--- config.mk ---
export PLATFORM = sky130hd
export DESIGN_NAME = one_wire_bus_master_flat
export DESIGN_NICKNAME = d
export VERILOG_FILES = /design/src/rtl/owm_pkg.sv /design/src/rtl/owm_if.sv /design/src/rtl/owm_front.sv /design/src/rtl/owm_queue.sv /design/src/rtl/owm_back.sv /design/src/rtl/one_wire_bus_master.sv /design/src/flat_wrapper.sv
export SDC_FILE = /design/constraint.sdc
export NUM_CORES = 1
export LEC_CHECK = 0
export BUFFER_PORTS_ARGS = -buffer_cell sky130_fd_sc_hd__buf_2
export CORE_UTILIZATION = 40
export CTS_BUF_LIST = sky130_fd_sc_hd__clkbuf_4 sky130_fd_sc_hd__clkbuf_8 sky130_fd_sc_hd__clkbuf_16
export CTS_CLUSTER_SIZE = 12
export DETAILED_ROUTE_END_ITERATION = 7
export GPL_ROUTABILITY_DRIVEN = 0
export PLACE_DENSITY_LB_ADDON = 0.08
export SLEW_MARGIN = 20
export SYNTH_ARGS = -nofsm -noshare
export SYNTH_HDL_FRONTEND = slang
export SYNTH_SLANG_ARGS = --single-unit
--- constraint.sdc ---
create_clock -name clk -period 4.1 [get_ports clk]
set_input_delay 0.205 -clock clk [delete_from_list [all_inputs] [get_ports clk]]
set_output_delay 0.205 -clock clk [all_outputs]
set_load 0.02 [all_outputs]
--- src/rtl/owm_pkg.sv ---
package owm_pkg;

    localparam int CFG_COUNT    = 8;
    localparam int CFG_WIDTH    = 16;
    localparam int CFG_IDX_W    = 3;
    localparam int QUEUE_DEPTH  = 2;

    // command kinds as they arrive on the input channel
    localparam logic [1:0] KIND_TICK  = 2'd0;
    localparam logic [1:0] KIND_RESET = 2'd1;
    localparam logic [1:0] KIND_WRITE = 2'd2;
    localparam logic [1:0] KIND_READ  = 2'd3;

    // register indexes
    localparam logic [CFG_IDX_W-1:0] REG_RESET_LOW     = 3'd0;
    localparam logic [CFG_IDX_W-1:0] REG_PRESENCE_WAIT = 3'd1;
    localparam logic [CFG_IDX_W-1:0] REG_RESET_TAIL    = 3'd2;
    localparam logic [CFG_IDX_W-1:0] REG_ONE_LOW       = 3'd3;
    localparam logic [CFG_IDX_W-1:0] REG_ONE_HIGH      = 3'd4;
    localparam logic [CFG_IDX_W-1:0] REG_ZERO_LOW      = 3'd5;
    localparam logic [CFG_IDX_W-1:0] REG_ZERO_HIGH     = 3'd6;
    localparam logic [CFG_IDX_W-1:0] REG_READ_TAIL     = 3'd7;

    localparam logic [CFG_WIDTH-1:0] CFG_DEFAULT [CFG_COUNT] = '{
        16'd1000, 16'd60, 16'd1000, 16'd15, 16'd62, 16'd65, 16'd5, 16'd70
    };

    localparam logic [CFG_WIDTH-1:0] RD_LOW_TICKS  = 16'd5;
    localparam logic [CFG_WIDTH-1:0] RD_WAIT_TICKS = 16'd5;

    typedef struct packed {
        logic       is_tick;
        logic [1:0] kind;
        logic [7:0] byte_val;
        logic       level;
    } cmd_t;

    typedef struct packed {
        logic       drive_low;
        logic       busy_res;
        logic       done_res;
        logic       rejected;
        logic       presence;
        logic [7:0] byte_out;
    } res_t;

endpackage

--- src/rtl/owm_if.sv ---
interface owm_in_if;
    logic       valid;
    logic       ready;
    logic [1:0] kind;
    logic [7:0] byte_in;
    logic       line_level;

    modport source (output valid, output kind, output byte_in, output line_level,
                    input ready);
    modport sink (input valid, input kind, input byte_in, input line_level,
                  output ready);
endinterface

interface owm_out_if;
    logic       valid;
    logic       ready;
    logic       drive_low;
    logic       busy_res;
    logic       done_res;
    logic       rejected;
    logic       presence;
    logic [7:0] byte_out;

    modport source (output valid, output drive_low, output busy_res, output done_res,
                    output rejected, output presence, output byte_out, input ready);
    modport sink (input valid, input drive_low, input busy_res, input done_res,
                  input rejected, input presence, input byte_out, output ready);
endinterface

--- src/rtl/owm_front.sv ---
module owm_front
    import owm_pkg::*;
(
    owm_in_if.sink in_ch,
    input  logic   full,
    output logic   push,
    output cmd_t   cmd
);

    assign in_ch.ready = !full;
    assign push        = in_ch.valid && !full;

    // classify the beat: a tick spends time, anything else is a command
    always_comb
    begin
        cmd.is_tick  = (in_ch.kind == KIND_TICK);
        cmd.kind     = in_ch.kind;
        cmd.byte_val = (in_ch.kind == KIND_WRITE) ? in_ch.byte_in : 8'd0;
        cmd.level    = in_ch.line_level;
    end

endmodule

--- src/rtl/owm_queue.sv ---
module owm_queue
    import owm_pkg::*;
#(
    parameter int DEPTH = QUEUE_DEPTH
)
(
    input  logic clk,
    input  logic rst_n,
    input  logic push,
    input  cmd_t push_cmd,
    input  logic pop,
    output logic valid,
    output logic full,
    output cmd_t head
);

    localparam int PTR_W = (DEPTH > 1) ? $clog2(DEPTH) : 1;
    localparam int CNT_W = $clog2(DEPTH + 1);
    localparam logic [PTR_W-1:0] LAST = PTR_W'(DEPTH - 1);
    localparam logic [CNT_W-1:0] FULL_CNT = CNT_W'(DEPTH);

    cmd_t             slot_reg [DEPTH];
    logic [PTR_W-1:0] wr_ptr_reg;
    logic [PTR_W-1:0] rd_ptr_reg;
    logic [CNT_W-1:0] count_reg;
    logic [PTR_W-1:0] wr_ptr_next;
    logic [PTR_W-1:0] rd_ptr_next;
    logic [CNT_W-1:0] count_next;

    assign valid = (count_reg != '0);
    assign full  = (count_reg == FULL_CNT);
    assign head  = slot_reg[rd_ptr_reg];

    always_comb
    begin
        wr_ptr_next = wr_ptr_reg;
        rd_ptr_next = rd_ptr_reg;
        count_next  = count_reg;
        if (push)
        begin
            wr_ptr_next = (wr_ptr_reg == LAST) ? '0 : wr_ptr_reg + PTR_W'(1);
        end
        if (pop)
        begin
            rd_ptr_next = (rd_ptr_reg == LAST) ? '0 : rd_ptr_reg + PTR_W'(1);
        end
        if (push && !pop)
        begin
            count_next = count_reg + CNT_W'(1);
        end
        else if (pop && !push)
        begin
            count_next = count_reg - CNT_W'(1);
        end
    end

    always_ff @(posedge clk or negedge rst_n)
    begin
        if (!rst_n)
        begin
            wr_ptr_reg <= '0;
            rd_ptr_reg <= '0;
            count_reg  <= '0;
        end
        else
        begin
            wr_ptr_reg <= wr_ptr_next;
            rd_ptr_reg <= rd_ptr_next;
            count_reg  <= count_next;
        end
    end

    always_ff @(posedge clk)
    begin
        if (push)
        begin
            slot_reg[wr_ptr_reg] <= push_cmd;
        end
    end

endmodule

--- src/rtl/owm_back.sv ---
module owm_back
    import owm_pkg::*;
(
    input  logic                 clk,
    input  logic                 rst_n,
    input  logic                 q_valid,
    input  cmd_t                 q_head,
    output logic                 pop,
    input  logic                 cfg_we,
    input  logic [CFG_IDX_W-1:0] cfg_index,
    input  logic [CFG_WIDTH-1:0] cfg_data,
    owm_out_if.source            out_ch
);

    localparam logic [3:0] PH_IDLE     = 4'd0;
    localparam logic [3:0] PH_RST_LOW  = 4'd1;
    localparam logic [3:0] PH_RST_WAIT = 4'd2;
    localparam logic [3:0] PH_RST_TAIL = 4'd3;
    localparam logic [3:0] PH_W_LOW    = 4'd4;
    localparam logic [3:0] PH_W_HIGH   = 4'd5;
    localparam logic [3:0] PH_R_LOW    = 4'd6;
    localparam logic [3:0] PH_R_WAIT   = 4'd7;
    localparam logic [3:0] PH_R_TAIL   = 4'd8;

    logic [CFG_WIDTH-1:0] cfg_reg [CFG_COUNT];

    logic [3:0]           phase_reg,  phase_next;
    logic [CFG_WIDTH-1:0] count_reg,  count_next;
    logic [2:0]           bit_reg,    bit_next;
    logic [7:0]           shift_reg,  shift_next;
    logic                 pres_reg,   pres_next;
    logic [1:0]           op_reg,     op_next;
    logic                 out_valid_reg;
    res_t                 res_reg,    res_next;

    logic                 busy;
    logic                 done;
    logic                 rej;
    logic [2:0]           bit_inc;

    // take the next beat whenever the output register is free or draining
    assign pop     = q_valid && (!out_valid_reg || out_ch.ready);
    assign busy    = (phase_reg != PH_IDLE);
    assign bit_inc = bit_reg + 3'd1;

    always_comb
    begin
        phase_next = phase_reg;
        count_next = count_reg;
        bit_next   = bit_reg;
        shift_next = shift_reg;
        pres_next  = pres_reg;
        op_next    = op_reg;
        done       = 1'b0;
        rej        = 1'b0;
        if (q_head.is_tick)
        begin
            if (busy)
            begin
                if (count_reg > 16'd1)
                begin
                    count_next = count_reg - 16'd1;
                end
                else
                begin
                    case (phase_reg)
                        PH_RST_LOW:
                        begin
                            phase_next = PH_RST_WAIT;
                            count_next = cfg_reg[REG_PRESENCE_WAIT];
                        end
                        PH_RST_WAIT:
                        begin
                            pres_next  = !q_head.level;
                            phase_next = PH_RST_TAIL;
                            count_next = cfg_reg[REG_RESET_TAIL];
                        end
                        PH_W_LOW:
                        begin
                            phase_next = PH_W_HIGH;
                            count_next = shift_reg[bit_reg] ? cfg_reg[REG_ONE_HIGH]
                                                            : cfg_reg[REG_ZERO_HIGH];
                        end
                        PH_W_HIGH:
                        begin
                            if (bit_reg == 3'd7)
                            begin
                                phase_next = PH_IDLE;
                                count_next = '0;
                                done       = 1'b1;
                            end
                            else
                            begin
                                bit_next   = bit_inc;
                                phase_next = PH_W_LOW;
                                count_next = shift_reg[bit_inc] ? cfg_reg[REG_ONE_LOW]
                                                                : cfg_reg[REG_ZERO_LOW];
                            end
                        end
                        PH_R_LOW:
                        begin
                            phase_next = PH_R_WAIT;
                            count_next = RD_WAIT_TICKS;
                        end
                        PH_R_WAIT:
                        begin
                            if (q_head.level)
                            begin
                                shift_next[bit_reg] = 1'b1;
                            end
                            phase_next = PH_R_TAIL;
                            count_next = cfg_reg[REG_READ_TAIL];
                        end
                        PH_R_TAIL:
                        begin
                            if (bit_reg == 3'd7)
                            begin
                                phase_next = PH_IDLE;
                                count_next = '0;
                                done       = 1'b1;
                            end
                            else
                            begin
                                bit_next   = bit_inc;
                                phase_next = PH_R_LOW;
                                count_next = RD_LOW_TICKS;
                            end
                        end
                        PH_RST_TAIL:
                        begin
                            phase_next = PH_IDLE;
                            count_next = '0;
                            done       = 1'b1;
                        end
                        default:
                        begin
                            phase_next = PH_IDLE;
                            count_next = '0;
                        end
                    endcase
                end
            end
        end
        else if (busy)
        begin
            rej = 1'b1;
        end
        else
        begin
            op_next  = q_head.kind;
            bit_next = 3'd0;
            case (q_head.kind)
                KIND_RESET:
                begin
                    phase_next = PH_RST_LOW;
                    count_next = cfg_reg[REG_RESET_LOW];
                end
                KIND_WRITE:
                begin
                    shift_next = q_head.byte_val;
                    phase_next = PH_W_LOW;
                    count_next = q_head.byte_val[0] ? cfg_reg[REG_ONE_LOW]
                                                    : cfg_reg[REG_ZERO_LOW];
                end
                default:
                begin
                    shift_next = 8'd0;
                    phase_next = PH_R_LOW;
                    count_next = RD_LOW_TICKS;
                end
            endcase
        end

        res_next.drive_low = (phase_next == PH_RST_LOW) || (phase_next == PH_W_LOW)
                             || (phase_next == PH_R_LOW);
        res_next.busy_res  = (phase_next != PH_IDLE);
        res_next.done_res  = done;
        res_next.rejected  = rej;
        res_next.presence  = pres_next;
        res_next.byte_out  = (op_next == KIND_READ) ? shift_next : 8'd0;
    end

    always_ff @(posedge clk or negedge rst_n)
    begin
        if (!rst_n)
        begin
            phase_reg     <= PH_IDLE;
            count_reg     <= '0;
            bit_reg       <= '0;
            shift_reg     <= '0;
            pres_reg      <= 1'b0;
            op_reg        <= KIND_TICK;
            out_valid_reg <= 1'b0;
            for (int i = 0; i < CFG_COUNT; i++)
            begin
                cfg_reg[i] <= CFG_DEFAULT[i];
            end
        end
        else
        begin
            if (pop)
            begin
                phase_reg <= phase_next;
                count_reg <= count_next;
                bit_reg   <= bit_next;
                shift_reg <= shift_next;
                pres_reg  <= pres_next;
                op_reg    <= op_next;
            end
            if (pop)
            begin
                out_valid_reg <= 1'b1;
            end
            else if (out_ch.ready)
            begin
                out_valid_reg <= 1'b0;
            end
            if (cfg_we)
            begin
                cfg_reg[cfg_index] <= cfg_data;
            end
        end
    end

    always_ff @(posedge clk)
    begin
        if (pop)
        begin
            res_reg <= res_next;
        end
    end

    assign out_ch.valid     = out_valid_reg;
    assign out_ch.drive_low = res_reg.drive_low;
    assign out_ch.busy_res  = res_reg.busy_res;
    assign out_ch.done_res  = res_reg.done_res;
    assign out_ch.rejected  = res_reg.rejected;
    assign out_ch.presence  = res_reg.presence;
    assign out_ch.byte_out  = res_reg.byte_out;

`ifndef SYNTH
    a_done_ends_busy: assert property (@(posedge clk) disable iff (!rst_n)
        out_valid_reg && res_reg.done_res |-> !res_reg.busy_res)
        else $error("command finished but still busy");

    a_reject_when_busy: assert property (@(posedge clk) disable iff (!rst_n)
        out_valid_reg && res_reg.rejected |-> res_reg.busy_res && !res_reg.done_res)
        else $error("rejected command while idle");

    a_drive_only_busy: assert property (@(posedge clk) disable iff (!rst_n)
        out_valid_reg && res_reg.drive_low |-> res_reg.busy_res)
        else $error("bus pulled low while idle");

    a_bit_index_reset: assert property (@(posedge clk) disable iff (!rst_n)
        pop && !q_head.is_tick && !busy |=> bit_reg == 3'd0)
        else $error("bit index not cleared on new command");
`endif

endmodule

--- src/rtl/one_wire_bus_master.sv ---
// A result passes through the command queue and then the output register after its beat is accepted.
// Throughput: one beat per cycle while out_ch is ready; the command queue and output register decouple stalls.
// Each tick and command is a single update of the phase counter in the back end.
// Reset (rst_n, asynchronous, active low) empties the queue, idles the bus sequencer
// and returns every timing register to its default value.
module one_wire_bus_master
    import owm_pkg::*;
#(
    parameter int QDEPTH = QUEUE_DEPTH
)
(
    input  logic                 clk,
    input  logic                 rst_n,
    owm_in_if.sink               in_ch,
    owm_out_if.source            out_ch,
    input  logic                 cfg_we,
    input  logic [CFG_IDX_W-1:0] cfg_index,
    input  logic [CFG_WIDTH-1:0] cfg_data
);

    logic push;
    logic full;
    logic q_valid;
    logic pop;
    cmd_t push_cmd;
    cmd_t q_head;

    owm_front u_front (
        .in_ch (in_ch),
        .full  (full),
        .push  (push),
        .cmd   (push_cmd)
    );

    owm_queue #(
        .DEPTH (QDEPTH)
    ) u_queue (
        .clk      (clk),
        .rst_n    (rst_n),
        .push     (push),
        .push_cmd (push_cmd),
        .pop      (pop),
        .valid    (q_valid),
        .full     (full),
        .head     (q_head)
    );

    owm_back u_back (
        .clk       (clk),
        .rst_n     (rst_n),
        .q_valid   (q_valid),
        .q_head    (q_head),
        .pop       (pop),
        .cfg_we    (cfg_we),
        .cfg_index (cfg_index),
        .cfg_data  (cfg_data),
        .out_ch    (out_ch)
    );

endmodule
--- src/flat_wrapper.sv ---
// flat-port wrapper written by rule: the top's interface ports become plain ports
module one_wire_bus_master_flat import owm_pkg::*;
#(
    parameter int QDEPTH = QUEUE_DEPTH
)
  (clk, rst_n, cfg_we, cfg_index, cfg_data, in_ch_valid, in_ch_kind, in_ch_byte_in, in_ch_line_level, in_ch_ready, out_ch_valid, out_ch_drive_low, out_ch_busy_res, out_ch_done_res, out_ch_rejected, out_ch_presence, out_ch_byte_out, out_ch_ready);
  owm_in_if in_ch_i ();
  owm_out_if out_ch_i ();
  input  logic clk;
  input  logic rst_n;
  input  logic cfg_we;
  input  logic [CFG_IDX_W-1:0] cfg_index;
  input  logic [CFG_WIDTH-1:0] cfg_data;
  input wire logic [$bits(in_ch_i.valid)-1:0] in_ch_valid;
  input wire logic [$bits(in_ch_i.kind)-1:0] in_ch_kind;
  input wire logic [$bits(in_ch_i.byte_in)-1:0] in_ch_byte_in;
  input wire logic [$bits(in_ch_i.line_level)-1:0] in_ch_line_level;
  output wire logic [$bits(in_ch_i.ready)-1:0] in_ch_ready;
  output wire logic [$bits(out_ch_i.valid)-1:0] out_ch_valid;
  output wire logic [$bits(out_ch_i.drive_low)-1:0] out_ch_drive_low;
  output wire logic [$bits(out_ch_i.busy_res)-1:0] out_ch_busy_res;
  output wire logic [$bits(out_ch_i.done_res)-1:0] out_ch_done_res;
  output wire logic [$bits(out_ch_i.rejected)-1:0] out_ch_rejected;
  output wire logic [$bits(out_ch_i.presence)-1:0] out_ch_presence;
  output wire logic [$bits(out_ch_i.byte_out)-1:0] out_ch_byte_out;
  input wire logic [$bits(out_ch_i.ready)-1:0] out_ch_ready;
  assign in_ch_i.valid = in_ch_valid;
  assign in_ch_i.kind = in_ch_kind;
  assign in_ch_i.byte_in = in_ch_byte_in;
  assign in_ch_i.line_level = in_ch_line_level;
  assign in_ch_ready = in_ch_i.ready;
  assign out_ch_valid = out_ch_i.valid;
  assign out_ch_drive_low = out_ch_i.drive_low;
  assign out_ch_busy_res = out_ch_i.busy_res;
  assign out_ch_done_res = out_ch_i.done_res;
  assign out_ch_rejected = out_ch_i.rejected;
  assign out_ch_presence = out_ch_i.presence;
  assign out_ch_byte_out = out_ch_i.byte_out;
  assign out_ch_i.ready = out_ch_ready;
  one_wire_bus_master #(.QDEPTH(QDEPTH)) u_core (.clk(clk), .rst_n(rst_n), .in_ch(in_ch_i), .out_ch(out_ch_i), .cfg_we(cfg_we), .cfg_index(cfg_index), .cfg_data(cfg_data));
endmodule
==> results by group <==
Status
  • Result of the run: complete, no violations

Setup path
  • Highest-delay cell along the critical path: sky130_fd_sc_hd__mux2i_1
  • CP Class: flop to flop
  • Depth of the most critical reg-to-reg path: 9
  • Largest delay contributor family on the critical path: buffers and inverters
  • Internal reg-to-reg setup slack: 900 ps
  • Number of buffer and inverter instances along the worst setup path: 3
  • Top fanout value on the critical path: 13
  • Worst r2r dst: u_core.u_back.count_reg[10]
  • Worst Path Arrival: 3590 ps
  • Data required time of the worst path: 4490 ps
  • Series of cell instances along the critical path: buf_4, mux2i_1, inv_1, ha_1, clkinv_1, nand2_1, o22ai_1, a22o_1, a311o_1
  • Critical path launch point type: flop
  • Startpoint of the worst-slack reg-to-reg timing path: u_core.u_queue.rd_ptr_reg
  • CP max stage delay: 460 ps
  • Crit end category: flop

Floorplanning
  • Floorplan die height: 161 um
  • Standard-cell row count: 57
  • Starting density of the core: 0.413
  • Die boundary width: 161 um
  • Die outline area: 0.0261 sq mm
  • Placeable core region: 0.0246 sq mm
  • Count of boundary I/O pins: 50

Logic synthesis
  • Synthesized Nets: 884
  • Avg Inst Size Synth: 12.1 sq um
  • Count of flip-flops with a built-in enable after synthesis: 37
  • Yosys reg bits: 204
  • Proportion of synthesized area in mux cells: 0.223
  • Share of the synthesized area in compound gates (AO/OA/AOI/OAI): 0.107
  • Post-synth ARST share: 0.819
  • Most used flip-flop cell after synthesis: sky130_fd_sc_hd__dfrtp_1
  • Xor and xnor area share after synthesis: 0.00861
  • Count of distinct cell types in the synthesized netlist: 71
  • Netlist Area Pre-Place: 0.0102 sq mm
  • Number of standard cells after synthesis: 840
  • Yosys synthesis warning count: 0
  • Post-Synth Simple-Gate Area: 0.101
  • Sequential element share of the synthesized area: 0.524
  • Adder and majority cell fraction of the synthesized area: 0.0111
  • Dominant combinational cell family by area after synthesis: multiplexers

Drt
  • First-pass iteration count of the detailed router: 5
  • Per-cell via count in the routed design: 5.80
  • Vias after detailed routing: 7192
  • DR iter-0 viols: 484
  • Count of nets left with antenna violations after detail routing: 0
  • Average wire per standard cell: 21.6 um
  • Final routed wirelength across all metal layers: 26800 um
  • Count of unresolved DRC violations after routing: 0

Timing
  • Highest achievable clock rate: 313 MHz
  • Fin. Hold Viols: 0
  • Accumulated negative setup slack: 0 ps
  • Tightest Pin Transition: 954 ps
  • Worst clock skew on the final layout: 10.2 ps
  • Headroom to the max-slew limit: 0.346
  • Setup violations, final: 0
  • Period Utilization, post-route: 0.780
  • Final Max Tran Viols: 0
  • Clock period minus final worst setup slack: 3200 ps
  • RSZ-0062 raised after global routing: false

Run
  • Max Cap Violations: 0

Min path
  • Worst hold path cell count: 2
  • End point of the worst hold path: u_core.u_back.cfg_reg[47]
  • Min-delay worst type: input pin to flop
  • Hold path startpoint: cfg_data[15]

Final layout
  • Synth-to-layout area growth: 15.5%
  • Antenna fix cells: 0
  • Layout cells sized above 1: 0.341
  • Final Instance Count excl. Fillers: 1240
  • Nets: 942
  • Max reg flops: 128

Clock tree
  • Library cell used as clock root buffer: sky130_fd_sc_hd__clkbuf_16
  • Post_cts resized: 0
  • Clock transition at path regs: 60 ps
  • CTS sink count: 204
  • CTS H-tree lvls: 1
  • Number of buffers inserted during clock tree synthesis: 24
  • CTS tree: built
  • Clock buffer depth: 3
  • Clock latency on the worst-skew pair: 510 ps

Global routing
  • Initial antenna violation count: 0
  • Global route total overflow: 0
  • GRT Total Usage: 0.212
  • Maximum number of pins on one net before global-route repair: 111
  • Via count of the first global-routing pass: 7364
  • Wire length of the first global-routing pass: 42700 um

Placement
  • Detailed placer's ending HPWL: 18100 um
  • Number of buffers added on ports: 49
  • Total placed cells including tap cells: 1184

Pwr
  • Worst vdd ir: 0.343 mV
  • Power density of the placed cells: 703 mW/mm^2
  • Leakage power: 0.00493 uW
[kinds of logic (layout without fill, tap and decap cells)]
group | count (synthesis) | after routing
DFF | 204 | 204
and+or+nand+nor | 204 | 204
muxes | 202 | 202
AOI/OAI and AO/OA | 155 | 155
buffers and inverters | 56 | 132
xor gates and xnor gates | 10 | 10
adders and majority gates | 9 | 9
[routing by layer]
| layer | wire, um | GRT usage |
|---|---|---|
| met1 | 12100 | 0.293 |
| met2 | 12400 | 0.340 |
| met3 | 1380 | 0.0290 |
| met4 | 925 | 0.0755 |
| met5 | 0 | 0 |
[power breakdown]
part | switching, uW | leakage (uW) | internal, uW
logic | 1710 | 0.00216 | 1150
clock network | 813 | 0.000434 | 1440
registers | 451 | 0.00234 | 2690
[metrics by stage]
| stage | setup WS, ps | utilization | power, uW | area (sq um) | hold WS, ps |
|---|---|---|---|---|---|
| 2_1_floorplan | 1270 | - | 5140 | 10200 | -90.6 |
| 3_3_place_gp | 1070 | 0.437 | 5940 | 10800 | 395 |
| 3_5_place_dp | 944 | 0.437 | 6020 | 10800 | 402 |
| 4_1_cts | 933 | 0.477 | 8320 | 11700 | 1.40 |
| 5_1_grt | 706 | 0.477 | 8760 | 11700 | 22.0 |
| 6_report | 902 | 0.477 | 8260 | 11700 | 20.6 |
[cells in the mapped netlist (6+ instances only)]
cell	n	share of area
sky130_fd_sc_hd__dfstp_2	32	0.083
sky130_fd_sc_hd__a222oi_1	13	0.013
sky130_fd_sc_hd__nor2_1	55	0.020
sky130_fd_sc_hd__a31oi_1	8	0.0049
sky130_fd_sc_hd__a221oi_1	8	0.0069
sky130_fd_sc_hd__a22oi_1	9	0.0066
sky130_fd_sc_hd__nand3_1	18	0.0089
sky130_fd_sc_hd__o22ai_1	6	0.0037
sky130_fd_sc_hd__dfrtp_1	135	0.33
sky130_fd_sc_hd__mux2i_1	47	0.046
sky130_fd_sc_hd__a22o_1	6	0.0052
sky130_fd_sc_hd__o221ai_1	10	0.0086
sky130_fd_sc_hd__buf_2	6	0.0030
sky130_fd_sc_hd__nand2b_1	8	0.0049
sky130_fd_sc_hd__ha_1	9	0.011
sky130_fd_sc_hd__o2bb2ai_1	8	0.0069
sky130_fd_sc_hd__mux2_2	150	0.17
sky130_fd_sc_hd__o21ai_0	33	0.016
sky130_fd_sc_hd__and2_1	12	0.0074
sky130_fd_sc_hd__a21oi_1	31	0.015
sky130_fd_sc_hd__nor3_1	17	0.0084
sky130_fd_sc_hd__edfxtp_1	37	0.11
sky130_fd_sc_hd__clkbuf_1	31	0.011
sky130_fd_sc_hd__nand2_1	54	0.020
sky130_fd_sc_hd__inv_1	10	0.0037
sky130_fd_sc_hd__nor2b_1	6	0.0037
[how the worst max path moves through the flow]
stage / from / end / slack [ps] / depth (start not counted)
after floorplan: u_core.u_queue.rd_ptr_reg / u_core.u_back.count_reg[10] / 1270 / 10
after global placement: u_core.u_queue.rd_ptr_reg / u_core.u_back.count_reg[10] / 1070 / 9
after detailed placement: u_core.u_queue.rd_ptr_reg / u_core.u_back.count_reg[10] / 940 / 9
after CTS: u_core.u_queue.rd_ptr_reg / u_core.u_back.count_reg[10] / 930 / 9
after global routing: u_core.u_queue.rd_ptr_reg / u_core.u_back.count_reg[10] / 710 / 9
final: u_core.u_queue.rd_ptr_reg / u_core.u_back.count_reg[10] / 900 / 9
[final cells by class]
| class | count | area (sq um) |
|---|---|---|
| Clock buffer | 37 | 747 |
| Timing Repair Buffer | 77 | 494 |
| Fill cell | 2227 | 12900 |
| Clock inverter | 7 | 110 |
| Multi-Input combinational cell | 580 | 4610 |
| Sequential cell | 204 | 5330 |
| Tap cell | 324 | 405 |
| Inverter | 11 | 41.3 |
[placed cells by master, fill, tap and decap left out, types with 9 or more instances in the layout]
| master | netlist | layout |
|---|---|---|
| sky130_fd_sc_hd__a21oi_1 | 31 | 31 |
| sky130_fd_sc_hd__nand3_1 | 18 | 18 |
| sky130_fd_sc_hd__o21ai_0 | 33 | 33 |
| sky130_fd_sc_hd__mux2i_1 | 47 | 47 |
| sky130_fd_sc_hd__dfstp_2 | 32 | 32 |
| sky130_fd_sc_hd__ha_1 | 9 | 9 |
| sky130_fd_sc_hd__o221ai_1 | 10 | 10 |
| sky130_fd_sc_hd__nor3_1 | 17 | 14 |
| sky130_fd_sc_hd__clkbuf_16 | 0 | 25 |
| sky130_fd_sc_hd__dfrtp_1 | 135 | 135 |
| sky130_fd_sc_hd__nand2_1 | 54 | 54 |
| sky130_fd_sc_hd__nor2_1 | 55 | 54 |
| sky130_fd_sc_hd__a22oi_1 | 9 | 9 |
| sky130_fd_sc_hd__mux2_2 | 150 | 150 |
| sky130_fd_sc_hd__dlygate4sd3_1 | 0 | 12 |
| sky130_fd_sc_hd__buf_4 | 2 | 16 |
| sky130_fd_sc_hd__inv_1 | 10 | 10 |
| sky130_fd_sc_hd__edfxtp_1 | 37 | 37 |
| sky130_fd_sc_hd__buf_2 | 6 | 48 |
| sky130_fd_sc_hd__a222oi_1 | 13 | 13 |
| sky130_fd_sc_hd__and2_1 | 12 | 12 |
[repair_timing]
action | 4_1_cts | 5_1_grt
setup buffers | 0 | 0
hold buffers | 12 | 0
endpoints found under the hold margin | 105 | 0
Power figures use the tool's default switching activity.
